## src/sv/bme_pkg.sv

```systemverilog
// shared types and constants of the block matrix encrypt datapath
package bme_pkg;

  localparam int ROWS = 5;
  localparam int KEY_BITS_DEFAULT = 9;
  localparam int CHAR_W = 8;
  localparam int PRODUCT_W = 20;
  localparam int ROW_W = $clog2(ROWS);
  localparam int CFG_IDX_W = $clog2(ROWS);
  localparam logic [CHAR_W-1:0] PAD_VALUE = CHAR_W'(5);

  typedef struct packed {
    logic [CHAR_W-1:0] char_code;
    logic              end_of_message;
  } item_t;

  typedef struct packed {
    logic signed [PRODUCT_W-1:0] product_0;
    logic signed [PRODUCT_W-1:0] product_1;
    logic signed [PRODUCT_W-1:0] product_2;
    logic signed [PRODUCT_W-1:0] product_3;
    logic signed [PRODUCT_W-1:0] product_4;
    logic                        last_column;
  } result_t;

  typedef struct packed {
    logic [ROWS-1:0][CHAR_W-1:0]    col;
    logic [ROWS-1:0][PRODUCT_W-1:0] sums;
    logic                           last;
  } col_t;

endpackage

```

## src/sv/bme_cell.sv

```systemverilog
// one multiply-add cell: adds key column times one column byte to every row sum
module bme_cell #(
  parameter int KEY_BITS = bme_pkg::KEY_BITS_DEFAULT,
  parameter int CELL     = 0
) (
  input  logic                                  clk,
  input  logic                                  rst,
  input  logic [bme_pkg::ROWS-1:0][KEY_BITS-1:0] key_col,
  input  logic                                  up_valid,
  output logic                                  up_ready,
  input  bme_pkg::col_t                         up_pkt,
  output logic                                  down_valid,
  input  logic                                  down_ready,
  output bme_pkg::col_t                         down_pkt
);
  import bme_pkg::*;

  logic signed [KEY_BITS+CHAR_W:0] prod [ROWS];
  col_t                            pkt_next;

  assign up_ready = !down_valid || down_ready;

  always_comb begin
    pkt_next = up_pkt;
    for (int r = 0; r < ROWS; r++) begin
      prod[r] = $signed(key_col[r]) * $signed({1'b0, up_pkt.col[CELL]});
      pkt_next.sums[r] = up_pkt.sums[r] + PRODUCT_W'(prod[r]);
    end
  end

  always_ff @(posedge clk) begin
    if (rst) begin
      down_valid <= 1'b0;
    end else if (up_ready) begin
      down_valid <= up_valid;
    end
  end

  always_ff @(posedge clk) begin
    if (up_ready && up_valid) begin
      down_pkt <= pkt_next;
    end
  end

endmodule

```

## config.mk

```make
export PLATFORM = sky130hd
export DESIGN_NAME = bme_cell
export DESIGN_NICKNAME = d
export VERILOG_FILES = /design/src/sv/bme_pkg.sv /design/src/sv/bme_cell.sv
export SDC_FILE = /design/constraint.sdc
export NUM_CORES = 1
export LEC_CHECK = 0
export ABC_AREA = 1
export BUFFER_PORTS_ARGS = -buffer_cell sky130_fd_sc_hd__buf_2
export CAP_MARGIN = 25
export CORE_ASPECT_RATIO = 0.5
export CORE_MARGIN = 2
export CORE_UTILIZATION = 66
export CTS_CLUSTER_SIZE = 16
export DETAILED_ROUTE_END_ITERATION = 10
export GPL_TIMING_DRIVEN = 0
export PLACE_DENSITY = 0.94
export SYNTH_ARGS = -nofsm -noshare
export SYNTH_HDL_FRONTEND = slang
export SYNTH_SLANG_ARGS = --single-unit
```

## constraint.sdc

```tcl
create_clock -name clk -period 15.22 [get_ports clk]
set_input_delay 3.044 -clock clk [delete_from_list [all_inputs] [get_ports clk]]
set_output_delay 3.044 -clock clk [all_outputs]
set_load 0.05 [all_outputs]
```

==> flow_metrics.tcl, run 1 <==
set metrics [dict create \
    outcome "finished with violations" \
    violations "DRC" \
    critPathMaxStageDelay_ns 0.68 \
    yosys_warnings 0 \
    finalCritPeriodShare_pct 62.56 \
    syn_area_um2 25010 \
    finalSetupTns_ns 0 \
    ctsHtreeMaxLevel 4 \
    cts_buffers 17 \
    fp.dieW_um 279.3 \
    ys_seq_elements 142 \
    num_io_pins 333 \
    overflow 0 \
    core-area_um2 37350 \
    crit_type "input port to register" \
    area_growth_pct 10.97 \
    cp_max_fo 10 \
    synthMuxAreaShare_pct 0 \
    totalWireLength_mm 67.12 \
    synth_edf_count 141 \
    yosys.area_share.simple_pct 19.09 \
    syn_avg_cell_area_um2 7.651 \
    slew_viol_final 0 \
    placed_cell_area_um2 27160 \
    vias 22590 \
    post_cts_buffers 0 \
    critPathLaunchType "input port" \
    grt_pass1_wl_mm 107.5 \
    synthTopCellsByArea "fa_1 (24%), edfxtp_1 (17%), ha_1 (14%)" \
    design_area_um2 27760 \
    ys_types 40 \
    syn-num-nets 4044 \
    yosysSeqAreaShare_pct 17.01 \
    initial_utilization_pct 66.97 \
    postRouteAntennaNets 0 \
    yosys-top-cells-count "inv_1 (860), nand2_1 (851), fa_1 (305), ha_1 (280), a21oi_1 (161)" \
    crit_required_ns 15.46 \
    clkSinkCount 142 \
    crit_buf_inv 8 \
    clockBufferDepth 2 \
    nNetsFinal 4354 \
    holdBufCountCts 0 \
    synth_xor_area_share_pct 4.342 \
    clock_latency_ns 0.47 \
    cpMostUsedCell "inv_1" \
    synth_top_family_by_area "adder cells" \
    period_needed_ns 9.522 \
    synth_most_common_cell "inv_1" \
    grt_pass1_vias 22626 \
    syn_inst 3269 \
    gp_congestion 0.9658 \
    fmax_ghz 0.1050 \
    fin_worst_skew_ns 0.01129 \
    worst_pin_slew_ns 1.050 \
    yosysTopAreaCellShare_pct 24.41 \
    die-area_um2 39570 \
    path_clk_slew_ns 0.07 \
    dr.pass1.iters 11 \
    drive_gt1_share_pct 10.27 \
    root_buffer "clkbuf_16" \
    rsz0062_at_grt "false" \
    crit_family "adder cells" \
    grt_max_degree 33 \
    cts_tree "yes" \
    io_buffers 287 \
    worst_path_max_delay_cell "clkbuf_1" \
    max_slew_margin_pct 30.00 \
    hp-class "register to register" \
    drt_iter0_markers 2160 \
    maxCapViolCount 0 \
    grt_usage_pct 34.25 \
    antenna_found_initial 8 \
    async_reset_ff_share_pct 0 \
    hpwlAfterDp_mm 54.93 \
    finalHoldViolations 0 \
    yosys.area.top_type "fa_1" \
    wl_per_cell_um 16.39 \
    synth_ff_type "edfxtp_1" \
    chipHeight_um 141.7 \
    viasPerCell 5.516 \
    synth_compound_area_share_pct 6.898 \
    fin_hold_ws_ns 0.5348 \
    rows 50 \
    synth_fa_ha_area_share_pct 38.42 \
    arrival_ns 9.76 \
    setup_viol 0 \
    cp-end-kind "register" \
    drc 4 \
    cts-resized-gates 0 \
]
==> final timing paths <==
check | from | endpoint | slack, ns | cells past startpoint
setup / recovery | up_pkt[103] | down_pkt[39] | 5.70 | 26
hold / removal | down_valid | down_valid | 0.53 | 2
setup reg to reg | down_valid | down_pkt[27] | 13.02 | 4
hold reg to reg | down_valid | down_valid | 0.53 | 2
==> per-layer routing <==
metal	routed length, µm	GRT usage [%]
met5	0	0
met4	2928	15.70
met3	6167	7.262
met2	31860	57.50
met1	26160	42.97
==> placed cells by master (no fill, tap or decap), types with 10 or more instances in the layout <==
cell type,instances
clkbuf_16,17
nor3_1,15
a21oi_1,160
nand2_1,851
nand4_1,22
clkbuf_1,83
o21bai_1,12
a21o_1,13
fa_1,305
nor2_1,124
o21ai_0,71
inv_1,860
edfxtp_1,141
xnor2_1,38
xor2_1,86
buf_2,287
a31oi_1,10
nand3_1,133
ha_1,280
==> stage by stage <==
| step | setup WS, ns | util, % | cells |
|---|---|---|---|
| after floorplan | 4.663 | - | 3269 |
| after global placement | 2.053 | 72.47 | 4050 |
| after detailed placement | 5.459 | 72.72 | 4054 |
| after CTS | 5.937 | 74.26 | 4086 |
| after global routing | 5.375 | 74.31 | 4094 |
| final | 5.698 | 74.32 | 4095 |
==> layout make-up <==
cell class | count | area [µm²]
antenna | 9 | 22.52
buffer | 86 | 330.3
clock buffer | 18 | 429.2
clock inverter | 14 | 146.4
fill | 2655 | 9592
inverter | 861 | 3232
multi-input combinational | 2180 | 17210
sequential | 142 | 4254
tap | 494 | 618.1
timing repair buffer | 291 | 1516
==> kinds of logic (layout without fill, tap and decap cells) <==
| family | Yosys count | in the layout |
|---|---|---|
| AO/OA/AOI/OAI | 299 | 299 |
| XOR/XNOR | 124 | 124 |
| adder cells (fa/ha/maj) | 585 | 585 |
| buffers and inverters | 947 | 1270 |
| flip-flops | 142 | 142 |
| other | 0 | 9 |
| AND/OR/NAND/NOR | 1172 | 1172 |
==> worst min-delay path, stage by stage, from the launching register on <==
cell and delay, ns:
dfxtp_1 0.35, nand2_1 0.09, a21oi_1 0.06
==> state kept, by name, summed over array words and instances (netlist names) <==
| signal | cells |
|---|---|
| down_valid | 1 |
| down_pkt | 141 |
Power of run 1 is not shown: default switching activity piles up to over one toggle a cycle in this logic, so the estimate is an artifact.
==> inputs of run 2 (changes only) <==
--- a/config.mk
+++ b/config.mk
@@ -10,11 +10,11 @@
 export CAP_MARGIN = 25
 export CORE_ASPECT_RATIO = 0.5
 export CORE_MARGIN = 2
-export CORE_UTILIZATION = 66
+export CORE_UTILIZATION = 61
 export CTS_CLUSTER_SIZE = 16
 export DETAILED_ROUTE_END_ITERATION = 10
 export GPL_TIMING_DRIVEN = 0
-export PLACE_DENSITY = 0.94
+export PLACE_DENSITY = 0.88
 export SYNTH_ARGS = -nofsm -noshare
 export SYNTH_HDL_FRONTEND = slang
 export SYNTH_SLANG_ARGS = --single-unit
==> constraint.sdc (replaced) <==
create_clock -name clk -period 9.85 [get_ports clk]
set_input_delay 1.97 -clock clk [delete_from_list [all_inputs] [get_ports clk]]
set_output_delay 1.97 -clock clk [all_outputs]
set_load 0.05 [all_outputs]
==> run 2 against run 1 <==
The run now ends clean. Sequential share of layout area fell by 0.078 points. Highest routed layer unchanged. Non-clock buffer count rose by 1. Critical path depth did not move. Critical endpoint unchanged. Setup slack got worse by 4.2 ns. Final cell count rose by 1.2%. Design area rose by 0.51%. Worst hold slack improved by 0.010 ns. Flip-flop and latch count did not move. Count of clock-buffer cells in the layout fell by 1. Clock skew rose by 0.00081 ns.
==> flow_metrics.tcl, run 2 (synthesized netlist as in run 1, its figures left out) <==
set metrics [dict create \
    outcome "finished, final reports clean" \
    setup_viol 0 \
    overflow 0 \
    fp.dieW_um 290.4 \
    nNetsFinal 4355 \
    r2r_cells 4 \
    clkSinkCount 142 \
    drc 0 \
    clock_latency_ns 0.47 \
    num_io_pins 333 \
    vias 22043 \
    hpwlAfterDp_mm 53.31 \
    area_growth_pct 11.54 \
    clockBufferDepth 2 \
    rsz0062_at_grt "false" \
    cts-resized-gates 0 \
    io_buffers 287 \
    fmax_ghz 0.1193 \
    final_cell_mix "inv_1 (860), nand2_1 (851), fa_1 (305), buf_2 (287), ha_1 (280)" \
    gp_congestion 0.9769 \
    drt_iter0_markers 1780 \
    fin_worst_skew_ns 0.01210 \
    die-area_um2 42740 \
    maxCapViolCount 0 \
    holdBufCountCts 0 \
    highest_layer "met4" \
    worstHoldPathCells 2 \
    ctsHtreeMaxLevel 4 \
    hp-class "register to register" \
    core-area_um2 40400 \
    place_inst 4101 \
    layout_commonest_cell "inv_1" \
    finalSetupTns_ns 0 \
    slew_viol_final 0 \
    wl_met1_mm 25.57 \
    max_slew_margin_pct 27.62 \
    grt_pass1_vias 22137 \
    fill_cells 3163 \
    initial_utilization_pct 61.91 \
    cp-end-kind "register" \
    wl_met2_mm 30.17 \
    largest_reg_flops 141 \
    reg_top3 "down_pkt: 141 flops, down_valid: 1 flops" \
    cts_buffers 17 \
    post_cts_buffers 0 \
    path_clk_slew_ns 0.07 \
    viasPerCell 5.318 \
    drive_gt1_share_pct 10.33 \
    period_needed_ns 8.385 \
    totalWireLength_mm 63.28 \
    layoutNonFillerInstCount 4145 \
    crit_required_ns 10.08 \
    cts_tree "yes" \
    grt_max_degree 33 \
    arrival_ns 8.61 \
    wl_per_cell_um 15.27 \
    chipHeight_um 147.2 \
    crit_type "input port to register" \
    worst_pin_slew_ns 1.086 \
    cp_max_fo 10 \
    finalHoldViolations 0 \
    finalCritPeriodShare_pct 85.13 \
    root_buffer "clkbuf_16" \
    grt_usage_pct 30.23 \
    critPathLaunchType "input port" \
    rows 52 \
    top_register "down_pkt" \
    design_area_um2 27900 \
    placed_cell_area_um2 27250 \
    grt_pass1_wl_mm 104.3 \
    postRouteAntennaNets 0 \
    antenna_found_initial 10 \
    routed-wl-met3_mm 5.192 \
    dr.pass1.iters 6 \
]
==> run 2: area by class of cell <==
type | count | area (µm²) | area share, %
diodes | 12 | 30.03 | 0.1076
plain buffers | 86 | 330.3 | 1.184
clock buffers | 17 | 425.4 | 1.525
clock inverters | 15 | 192.7 | 0.6906
inverters | 861 | 3232 | 11.58
multi-input cells | 2180 | 17210 | 61.68
flip-flops and latches | 142 | 4254 | 15.25
well taps | 540 | 675.6 | 2.422
repair buffers | 292 | 1551 | 5.561
==> run 2: metal layers <==
| layer | vias up | track usage [%] |
|---|---|---|
| met1 | 10382 | 38.53 |
| met4 | 0 | 12.60 |
| met5 | - | 0 |
| met3 | 180 | 5.598 |
| li1 | 10531 | - |
| met2 | 950 | 51.10 |
==> run 2: worst paths after layout <==
check / from / end / slack [ns]
setup reg to reg: down_valid / down_pkt[32] / 7.96
hold reg to reg: down_valid / down_valid / 0.54
setup / recovery: up_pkt[103] / down_pkt[39] / 1.46
hold / removal: down_valid / down_valid / 0.54
==> run 2: metrics by stage <==
stage	hold WS, ns	util (%)	worst slack (ns)
after global placement	0.4718	67.13	-2.339
final	0.5449	69.05	1.465
after detailed placement	0.5265	67.45	1.260
after global routing	0.5910	69.04	1.286
after floorplan	1.071	-	0.3671
after CTS	0.5407	68.98	1.732
==> run 2: critical path, stage by stage <==
cell and delay [ns]:
buf_2 0.11, clkbuf_1 0.56, clkbuf_1 0.73, nand2_1 0.16
fa_1 0.62, fa_1 0.53, inv_1 0.06, fa_1 0.54
inv_1 0.05, fa_1 0.47, inv_1 0.04, ha_1 0.34
nand2_1 0.09, o21ai_0 0.30, a21oi_1 0.13, o21bai_1 0.20
xor2_1 0.16, inv_1 0.06, ha_1 0.34, nand2_1 0.14
nor4_2 0.46, nand4_1 0.24, nand3_1 0.15, nand2_1 0.06
inv_1 0.05, nor2_1 0.03
Power of run 2 is left out for the same reason.
