--- src/sv/bme_pkg.sv ---
// shared types and constants of the block matrix encrypt datapath
package bme_pkg;

  localparam int ROWS = 5;
  localparam int KEY_BITS_DEFAULT = 9;
  localparam int CHAR_W = 8;
  localparam int PRODUCT_W = 20;
  localparam int ROW_W = $clog2(ROWS);
  localparam int CFG_IDX_W = $clog2(ROWS);
  localparam logic [CHAR_W-1:0] PAD_VALUE = CHAR_W'(5);

  typedef struct packed {
    logic [CHAR_W-1:0] char_code;
    logic              end_of_message;
  } item_t;

  typedef struct packed {
    logic signed [PRODUCT_W-1:0] product_0;
    logic signed [PRODUCT_W-1:0] product_1;
    logic signed [PRODUCT_W-1:0] product_2;
    logic signed [PRODUCT_W-1:0] product_3;
    logic signed [PRODUCT_W-1:0] product_4;
    logic                        last_column;
  } result_t;

  typedef struct packed {
    logic [ROWS-1:0][CHAR_W-1:0]    col;
    logic [ROWS-1:0][PRODUCT_W-1:0] sums;
    logic                           last;
  } col_t;

endpackage

--- src/sv/bme_front.sv ---
// column assembler: gathers bytes into columns and issues padding columns
module bme_front (
  input  logic          clk,
  input  logic          rst,
  input  logic          item_valid,
  output logic          item_stall,
  input  bme_pkg::item_t item,
  input  logic          chain_ready,
  output logic          col_valid,
  output bme_pkg::col_t col_out
);
  import bme_pkg::*;

  localparam int STORE_IDX_W = $clog2(ROWS - 1);

  logic [CHAR_W-1:0] col_store [ROWS-1];
  logic [ROW_W-1:0]  row_position;
  logic [ROW_W-1:0]  column_in_block;
  logic              flushing;

  logic accept;
  logic emit_byte;
  logic block_end;

  assign item_stall = flushing || !chain_ready;
  assign accept     = item_valid && !item_stall;
  assign emit_byte  = accept && (item.end_of_message || row_position == ROW_W'(ROWS - 1));
  assign block_end  = column_in_block == ROW_W'(ROWS - 1);
  assign col_valid  = emit_byte || (flushing && chain_ready);

  always_comb begin
    for (int i = 0; i < ROWS - 1; i++) begin
      if (flushing || ROW_W'(i) > row_position) begin
        col_out.col[i] = PAD_VALUE;
      end else if (ROW_W'(i) == row_position) begin
        col_out.col[i] = item.char_code;
      end else begin
        col_out.col[i] = col_store[i];
      end
    end
    if (!flushing && row_position == ROW_W'(ROWS - 1)) begin
      col_out.col[ROWS-1] = item.char_code;
    end else begin
      col_out.col[ROWS-1] = PAD_VALUE;
    end
    col_out.sums = '0;
    col_out.last = block_end && (flushing || item.end_of_message);
  end

  // open column bytes, read only where the current column wrote them
  always_ff @(posedge clk) begin
    if (accept && !emit_byte) begin
      col_store[row_position[STORE_IDX_W-1:0]] <= item.char_code;
    end
  end

  always_ff @(posedge clk) begin
    if (rst) begin
      row_position    <= '0;
      column_in_block <= '0;
      flushing        <= 1'b0;
    end else if (flushing) begin
      if (chain_ready) begin
        if (block_end) begin
          column_in_block <= '0;
          flushing        <= 1'b0;
        end else begin
          column_in_block <= column_in_block + ROW_W'(1);
        end
      end
    end else if (emit_byte) begin
      row_position <= '0;
      if (block_end) begin
        column_in_block <= '0;
      end else begin
        column_in_block <= column_in_block + ROW_W'(1);
        flushing        <= item.end_of_message;
      end
    end else if (accept) begin
      row_position <= row_position + ROW_W'(1);
    end
  end

endmodule

--- config.mk ---
export PLATFORM = sky130hd
export DESIGN_NAME = bme_front
export DESIGN_NICKNAME = d
export VERILOG_FILES = /design/src/sv/bme_pkg.sv /design/src/sv/bme_front.sv
export SDC_FILE = /design/constraint.sdc
export NUM_CORES = 1
export LEC_CHECK = 0
export BUFFER_PORTS_ARGS = -buffer_cell sky130_fd_sc_hd__buf_2
export CAP_MARGIN = 10
export CORE_ASPECT_RATIO = 1.5
export CORE_MARGIN = 5
export CORE_UTILIZATION = 41
export DETAILED_ROUTE_END_ITERATION = 8
export PLACE_DENSITY = 0.77
export SLEW_MARGIN = 30
export SYNTH_ARGS = -nofsm -noshare
export SYNTH_HDL_FRONTEND = slang
export SYNTH_SLANG_ARGS = --single-unit
--- constraint.sdc ---
create_clock -name clk -period 1.7 [get_ports clk]
set_input_delay 0.085 -clock clk [delete_from_list [all_inputs] [get_ports clk]]
set_output_delay 0.085 -clock clk [all_outputs]
set_load 0.01 [all_outputs]
==> results of run 1 <==
cells by family (layout without fill, tap and decap cells):
logic type	Yosys count	count (layout)	share of synthesized area, %
adder cells (fa/ha/maj)	6	6	2.573
AND/OR/NAND/NOR	103	104	17.50
other	1	100	0.1285
buffers and inverters	120	82	29.76
flip-flops	39	39	37.74
AO/OA/AOI/OAI	55	55	12.31
flip-flops by register name, indices dropped and copies added (netlist names):
| name | cells |
|---|---|
| flushing | 1 |
| row_position | 3 |
| col_store | 32 |
| column_in_block | 3 |
worst max-delay path: stages, from the launching register on:
cell     delay [ns]
dfxtp_2        0.33
inv_2          0.08
buf_6          0.12
ha_4           0.15
nor2b_4        0.14
buf_6          0.13
nand2_1        0.07
a21oi_2        0.13
buf_2          0.14
power groups by stage:
stage               combinational, mW  sequential [mW]  clock, mW
floorplan                       0.384             1.07          0
global placement                0.318             1.07          0
detailed placement              0.322             1.07          0
CTS                             0.330             1.05      0.801
global route                    0.391             1.05      0.852
finish                          0.358             1.05      0.788
what timing repair did:
item / 4_1_cts / 5_1_grt
pin swaps: 0 / 7
setup endpoints to repair: 18 / 28
setup buffers: 3 / 2
cloned: 0 / 1
resized for setup: 12 / 24
routing by layer:
metal	up-vias	GRT usage (%)	wire, um
met1	1039	15.07	2411
met2	124	25.81	3533
li1	1019	-	-
met5	-	0	0
met3	12	2.548	621
met4	0	5.046	153
layout by cell type (no fill, tap or decap), drive strengths merged, types with 3 or more instances in the layout:
cell      n
ha        6
clkbuf    6
nand2b    3
edfxtp   32
and3      4
nand3b    7
nor2     11
nor3      5
and2      7
nand3    13
conb    100
buf      70
a21oi    32
dfxtp     7
nor2b     4
o21ai    11
o21bai    4
inv       4
nand2    43
how the worst min path moves through the flow:
stage,slack (ns),start,to
final,0.04,rst,row_position[0]$_SDFFE_PP0P_
after global routing,0.05,rst,row_position[1]$_SDFFE_PP0P_
after CTS,0.03,rst,row_position[0]$_SDFFE_PP0P_
after detailed placement,0.35,rst,row_position[2]$_SDFFE_PP0P_
after global placement,0.34,rst,row_position[0]$_SDFFE_PP0P_
after floorplan,0.15,rst,column_in_block[0]$_SDFFE_PP0P_
area by class of cell:
type / count / area [um2]
Clock buffer: 6 / 82.58
Timing Repair Buffer: 70 / 419.2
Sequential cell: 39 / 1104
Multi-Input combinational cell: 265 / 1454
Tap cell: 78 / 97.59
Inverter: 4 / 15.01
Fill cell: 631 / 3691
Clock inverter: 2 / 35.03
==> impl_metrics.csv, run 1 <==
group,metric,value,unit
outcome,outcome,"completed",
routing,drc_errors,0,
sta,fin_hold_ws,0.04224,ns
floorplanning,die_h,113.3,um
finish,utilization,46.49,%
yosys,avgSynthCellArea,9.006,um2
sta,setup_tns,0,ns
routing,routed_wirelength,6719,um
power_and_ir_drop,switching_share,26.53,%
setup_path,endpoint,"col_out[122]",
yosys,synth_flop_cell,"edfxtp_1",
floorplanning,io_pins,156,
yosys,synth_top_area_share,32.93,%
setup_path,cp-startpoint,"row_position[0]$_SDFFE_PP0P_",
worst_hold_path,hold_path_class,"input pin to flip-flop",
setup_path,reg2reg_to,"col_store[1][4]$_DFFE_PP_",
place,pre_cts_ws,0.1698,ns
sta,rsz0062_at_grt,"true",
global_routing,antenna_found_initial,0,
yosys,yosysWarnings,0,
power_and_ir_drop,power,2.195,mW
setup_path,end_kind,"primary output",
power_and_ir_drop,ir_worst_vdd,0.4565,mV
yosys,async_flop_share,0,%
floorplanning,chipWidth,78.88,um
global_routing,grt_pass1_wl,9722,um
setup_path,worstPathArrival,1.58,ns
setup_path,required,1.62,ns
cts,htreeDepth,2,
power_and_ir_drop,leakagePower,1.416,nW
power_and_ir_drop,comb_power_share,16.3,%
yosys,synth.cell_area,2918,um2
setup_path,path_class,"flip-flop to primary output",
routing,wl_per_cell,14.48,um
power_and_ir_drop,p_sw,0.5824,mW
yosys,synth_edf_count,32,
routing,num_vias,2194,
cts,cts_tree,"yes",
setup_path,crit_path_start_kind,"flip-flop",
routing,first_pass_iters,4,
floorplanning,initial_core_util,42.30,%
sta,finalMaxSlewViolations,0,
global_routing,grt-ovfl-total,0,
cts,clk_pin_slew,0.08,ns
sta,setup_ws,0.03772,ns
yosys,synthTopCellsByCount,"buf_4, nand2_1, edfxtp_1",
finish,final_area,3207,um2
sta,worst_clock_skew,0.007800,ns
setup_path,ff2ff_path_depth,5,
sta,fin_crit_sh,97.78,%
cts,clock-sinks,39,
yosys,yosysTopAreaCell,"edfxtp_1",
floorplanning,row_count,37,
cts,clk_latency,0.29,ns
worst_hold_path,holdPathStages,2,
routing,drt_iter0_markers,71,
floorplanning,die_area,8939,um2
power_and_ir_drop,share_seq_of_total_power,47.8,%
global_routing,grt_max_degree,32,
global_routing,grt_usage,13.73,%
finish,stdcell_count,464,
sta,fmax,0.6016,GHz
sta,min_period,1.662,ns
power_and_ir_drop,p_int,1.613,mW
place,gp_congestion,0.8247,
yosys,yosysUniqueCellTypes,37,
place,place_hpwl,5103,um
flow_run,maxCapViolCount,0,
finish,layout-drive-gt1-share,30.31,%
sta,setup_viol,0,
place,placed_area,2902,um2
cts,clockRootBuffer,"clkbuf_8",
floorplanning,core,6898,um2
cts,clk_path_buf_depth,2,
yosys,ys_ff_latch,39,
global_routing,grt_pass1_vias,1941,
setup_path,r2r-start,"row_position[1]$_SDFFE_PP0P_",
yosys,ys_top_cells_by_area,"edfxtp_1, buf_4, nand2_1",
routing,avgViaCountPerCell,4.728,
place,dp_cells,450,
finish,diodes,0,
routing,ant_nets,0,
finish,syn_to_final_growth,9.906,%
cts,hold_buffers,0,
cts,numCtsBuffers,5,
yosys,syn-instance-count,324,
setup_path,crit_fanout,8,
sta,hold_viol_final,0,
finish,final_nets,404,
power_and_ir_drop,clock_power_share,35.9,%
place,port_buffers,55,
yosys,yosysMostFrequentCell,"buf_4",
power_and_ir_drop,power_density,684.5,nW/um2
yosys,synth-seq-area-share,37.74,%
setup_path,reg2reg_slack,0.15,ns
Note: power is estimated with default switching activity, not from simulation.
==> inputs of run 2 (changes only) <==
Settings changed: HOLD_SLACK_MARGIN from default to 0.15, REMOVE_ABC_BUFFERS from default to 1.
==> impl_metrics.csv, run 2 (same netlist as run 1, synthesis figures left out) <==
group,metric,value,unit
cts,htreeDepth,2,
power_and_ir_drop,ir_worst_vdd,0.5289,mV
finish,largest_reg_flops,32,
cts,clk_pin_slew,0.07,ns
routing,num_vias,2223,
worst_hold_path,holdPathStages,1,
global_routing,grt_usage,13.89,%
finish,final_nets,413,
global_routing,grt_max_degree,32,
sta,hold_viol_final,0,
sta,rsz0062_at_grt,"true",
sta,setup_viol,0,
place,pre_cts_ws,0.1180,ns
setup_path,crit_path_start_kind,"flip-flop",
setup_path,path_class,"flip-flop to primary output",
finish,layout_common_cells,"conb_1, buf_2, nand2_1",
cts,numCtsBuffers,5,
power_and_ir_drop,leakagePower,1.482,nW
setup_path,crit_path_frequent_cell,"buf_6",
place,port_buffers,55,
floorplanning,chipWidth,78.88,um
setup_path,slowest_delay,0.36,ns
routing,avgViaCountPerCell,4.700,
routing,first_pass_iters,4,
sta,fin_hold_ws,0.1655,ns
floorplanning,io_pins,156,
floorplanning,initial_core_util,42.30,%
global_routing,antenna_found_initial,0,
setup_path,path_cells,"inv_4 -> ha_4 -> buf_6 -> nor2b_4 -> buf_6 -> nand2_2 -> a21oi_2 -> buf_2",
cts,clk_path_buf_depth,2,
outcome,outcome,"completed",
finish,diodes,0,
floorplanning,core,6898,um2
setup_path,end_kind,"primary output",
sta,finalMaxSlewViolations,0,
setup_path,path_buf_inv,4,
floorplanning,row_count,37,
global_routing,grt_pass1_wl,9984,um
routing,drt_iter0_markers,134,
routing,routed_wirelength,6790,um
floorplanning,die_area,8939,um2
setup_path,ff2ff_path_depth,8,
routing,drc_errors,0,
routing,wl_per_cell,14.36,um
sta,fmax,0.5945,GHz
sta,min_period,1.682,ns
routing,ant_nets,0,
finish,regArea,1110,um2
cts,cts_tree,"yes",
worst_hold_path,hold_path_class,"input pin to flip-flop",
global_routing,grt_pass1_vias,2028,
cts,clock-sinks,39,
setup_path,worst-path-stages,8,
finish,fillers,633,
setup_path,required,1.62,ns
place,place_hpwl,5055,um
sta,fin_crit_sh,98.95,%
floorplanning,die_h,113.3,um
finish,multiInputGateArea,1424,um2
setup_path,slowest_stage,"dfxtp_4",
setup_path,crit_fanout,8,
finish,syn_to_final_growth,12.78,%
sta,worst_clock_skew,0.008652,ns
setup_path,crit_family,"buffers and inverters",
global_routing,grt-ovfl-total,0,
place,gp_congestion,0.7702,
finish,layout_commonest_cell,"conb_1",
flow_run,maxCapViolCount,0,
cts,clk_latency,0.28,ns
power_and_ir_drop,power_density,659.4,nW/um2
sta,setup_ws,0.01781,ns
cts,clockRootBuffer,"clkbuf_8",
finish,layout-drive-gt1-share,31.14,%
setup_path,worstPathArrival,1.60,ns
## run 2: cell types whose count changed in the layout (fill, tap and decap cells not counted), moves of 3 or more
cell           previous run  this run
dlygate4sd3_1             0         4
a21oi_1                  20        17
a21oi_2                  11        14
buf_4                     9        15
## run 2: final timing paths
| kind | startpoint | end | slack [ns] |
|---|---|---|---|
| worst max-delay path | row_position[1]$_SDFFE_PP0P_ | col_out[105] | 0.02 |
| worst min register to register | column_in_block[0]$_SDFFE_PP0P_ | column_in_block[0]$_SDFFE_PP0P_ | 0.51 |
| worst max register to register | row_position[1]$_SDFFE_PP0P_ | column_in_block[2]$_SDFFE_PP0P_ | 0.07 |
| worst min-delay path | item[6] | col_store[2][5]$_DFFE_PP_ | 0.17 |
## run 2: metrics by stage
step	cells	util [%]	setup TNS [ns]	power (mW)	instance area (um2)
final	473	47.71	0	2.170	3291
after global routing	473	47.71	-0.5711	2.256	3291
after CTS	465	45.60	-0.01180	2.149	3146
after detailed placement	450	41.81	0	1.392	2884
after global placement	450	41.81	0	1.385	2884
after floorplan	307	-	-4.812	1.272	2436
## run 2: worst register-to-register path, stage by stage, from the launching register on
cell and delay (ns):
dfxtp_4 0.37, inv_4 0.04, ha_4 0.15, buf_6 0.13, buf_12 0.12, buf_4 0.13
a211o_1 0.33, a31oi_1 0.17, nor3_1 0.08
## run 2: power breakdown
part	switching, mW	total (mW)	internal (mW)
clock	0.304	0.733	0.429
combinational	0.277	0.391	0.114
sequential	0.00462	1.05	1.04
total	0.585	2.17	1.58
## run 2: area by class of cell
| type | count | area share [%] |
|---|---|---|
| clock buffer | 5 | 2.091 |
| clock inverter | 3 | 1.179 |
| inverter | 4 | 0.5323 |
| multi-input combinational | 264 | 43.27 |
| sequential | 39 | 33.73 |
| tap | 78 | 2.966 |
| timing repair buffer | 80 | 16.24 |
## run 2: layer usage
layer	global-route usage [%]	part of all wire [%]	vias to the layer above
li1	-	-	1035
met1	15.45	37	1008
met2	24.33	48	159
met3	2.866	11	21
met4	7.798	4.4	0
met5	0	0	-
## run 2: repair_timing
item                       4_1_cts  5_1_grt
hold endpoints to repair        15        0
setup endpoints to repair       39       44
resized for setup               23       21
hold buffers                     4        0
pin swaps                        5        7
setup buffers                    3        8
==> inputs of run 3 (changes only) <==
--- a/constraint.sdc
+++ b/constraint.sdc
@@ -3,2 +3,2 @@
 set_output_delay 0.085 -clock clk [all_outputs]
-set_load 0.01 [all_outputs]
+set_load 0.05 [all_outputs]
==> impl_metrics.csv, run 3 (same netlist as run 1, synthesis figures left out) <==
group,metric,value,unit
finish,layout_commonest_cell,"conb_1",
global_routing,antenna_found_initial,0,
outcome,violations,"negative setup slack",
finish,largest_reg_flops,32,
setup_path,crit_path_frequent_cell,"buf_6",
place,gp_congestion,0.8107,
power_and_ir_drop,switching_share,40.07,%
cts,cts_tree,"yes",
finish,fillers,578,
place,pre_cts_ws,0.02979,ns
floorplanning,io_pins,156,
cts,numCtsBuffers,5,
global_routing,grt_max_degree,32,
floorplanning,die_area,8939,um2
setup_path,crit_path_start_kind,"flip-flop",
sta,fin_crit_sh,100.4,%
floorplanning,die_h,113.3,um
routing,ant_nets,0,
cts,clk_path_buf_depth,2,
floorplanning,row_count,37,
routing,avgViaCountPerCell,4.633,
global_routing,grt-ovfl-total,0,
finish,layout-drive-gt1-share,32.83,%
global_routing,grt_pass1_wl,9708,um
cts,htreeDepth,2,
setup_path,required,1.62,ns
power_and_ir_drop,share_seq_of_total_power,38.7,%
sta,fin_hold_ws,0.1437,ns
finish,syn_to_final_growth,21.48,%
power_and_ir_drop,power,2.709,mW
floorplanning,initial_core_util,42.30,%
sta,rsz0062_at_grt,"true",
sta,setup_viol,4,
sta,setup_ws,-0.007106,ns
setup_path,worstPathArrival,1.62,ns
place,placed_area,2914,um2
routing,routed_wirelength,6795,um
power_and_ir_drop,power_density,764.3,nW/um2
worst_hold_path,hold_path_class,"input pin to flip-flop",
setup_path,reg2reg_slack,0.10,ns
sta,min_period,1.707,ns
place,port_buffers,55,
power_and_ir_drop,ir_worst_vdd,0.8955,mV
global_routing,grt_usage,13.59,%
finish,diodes,0,
setup_path,slowest_delay,0.33,ns
setup_path,path_cells,"inv_2 -> buf_6 -> ha_4 -> nor2b_1 -> buf_4 -> nand2_1 -> a21oi_2 -> buf_6",
power_and_ir_drop,p_sw,1.086,mW
routing,drt_iter0_markers,86,
flow_run,maxCapViolCount,0,
setup_path,end_kind,"primary output",
cts,clk_latency,0.29,ns
cts,clockRootBuffer,"clkbuf_8",
sta,finalMaxSlewViolations,0,
routing,num_vias,2196,
setup_path,path_buf_inv,4,
cts,clk_pin_slew,0.08,ns
sta,fmax,0.5858,GHz
finish,final_area,3545,um2
floorplanning,core,6898,um2
cts,clock-sinks,39,
sta,hold_viol_final,0,
setup_path,slowest_stage,"dfxtp_2",
power_and_ir_drop,comb_power_share,33.6,%
routing,first_pass_iters,4,
routing,wl_per_cell,14.34,um
place,place_hpwl,4969,um
setup_path,path_class,"flip-flop to primary output",
setup_path,crit_family,"buffers and inverters",
routing,drc_errors,0,
power_and_ir_drop,p_int,1.624,mW
finish,layout_common_cells,"conb_1, nand2_1, buf_6",
outcome,outcome,"complete, but fails checks",
finish,final_nets,414,
global_routing,grt_pass1_vias,1997,
floorplanning,chipWidth,78.88,um
finish,utilization,51.39,%
setup_path,crit_fanout,8,
power_and_ir_drop,leakagePower,1.529,nW
sta,worst_clock_skew,0.006805,ns
power_and_ir_drop,clock_power_share,27.8,%
[run 3: final cells by class]
type                       instances  area [um2]  share of cell area (%)
clock buffer                       5       68.82                   1.941
clock inverter                     3       43.79                   1.235
inverter                           4       15.01                  0.4236
multi-input combinational        264        1488                   41.97
sequential                        39        1107                   31.24
tap                               78       97.59                   2.753
timing repair buffer              81       724.4                   20.44
[run 3: path summary, 6_finish.rpt]
| path | startpoint | to | cells past startpoint |
|---|---|---|---|
| setup / recovery | row_position[0]$_SDFFE_PP0P_ | col_out[124] | 8 |
| hold / removal | item[5] | col_store[2][4]$_DFFE_PP_ | 1 |
| setup reg to reg | row_position[1]$_SDFFE_PP0P_ | col_store[3][5]$_DFFE_PP_ | 4 |
| hold reg to reg | column_in_block[0]$_SDFFE_PP0P_ | column_in_block[0]$_SDFFE_PP0P_ | 2 |
[run 3: power by group through the flow]
stage | sequential, mW | clock (mW) | combinational, mW
after floorplan | 1.08 | 0 | 0.673
after global placement | 1.07 | 0 | 0.797
after detailed placement | 1.07 | 0 | 0.801
after CTS | 1.05 | 0.771 | 0.847
after global routing | 1.05 | 0.806 | 0.944
final | 1.05 | 0.753 | 0.909
[run 3: metal layers]
layer | track usage, % | up-vias | share of wire (%)
met5 | 0 | - | 0
met4 | 5.619 | 0 | 3.2
met3 | 3.105 | 13 | 10
met2 | 25.75 | 139 | 51
met1 | 14.09 | 1010 | 35
li1 | - | 1034 | -
[run 3: per-stage QoR]
stage | std cells | setup TNS, ns
after CTS | 468 | -0.02965
after global placement | 452 | 0
after floorplan | 307 | -13.71
after detailed placement | 452 | 0
after global routing | 474 | -0.8235
final | 474 | -0.01401
[run 3: what timing repair did]
action / 4_1_cts / 5_1_grt
pin swaps: 3 / 13
hold buffers: 5 / 0
hold endpoints to repair: 18 / 0
setup endpoints to repair: 39 / 39
setup buffers: 3 / 6
gates resized for setup: 61 / 60
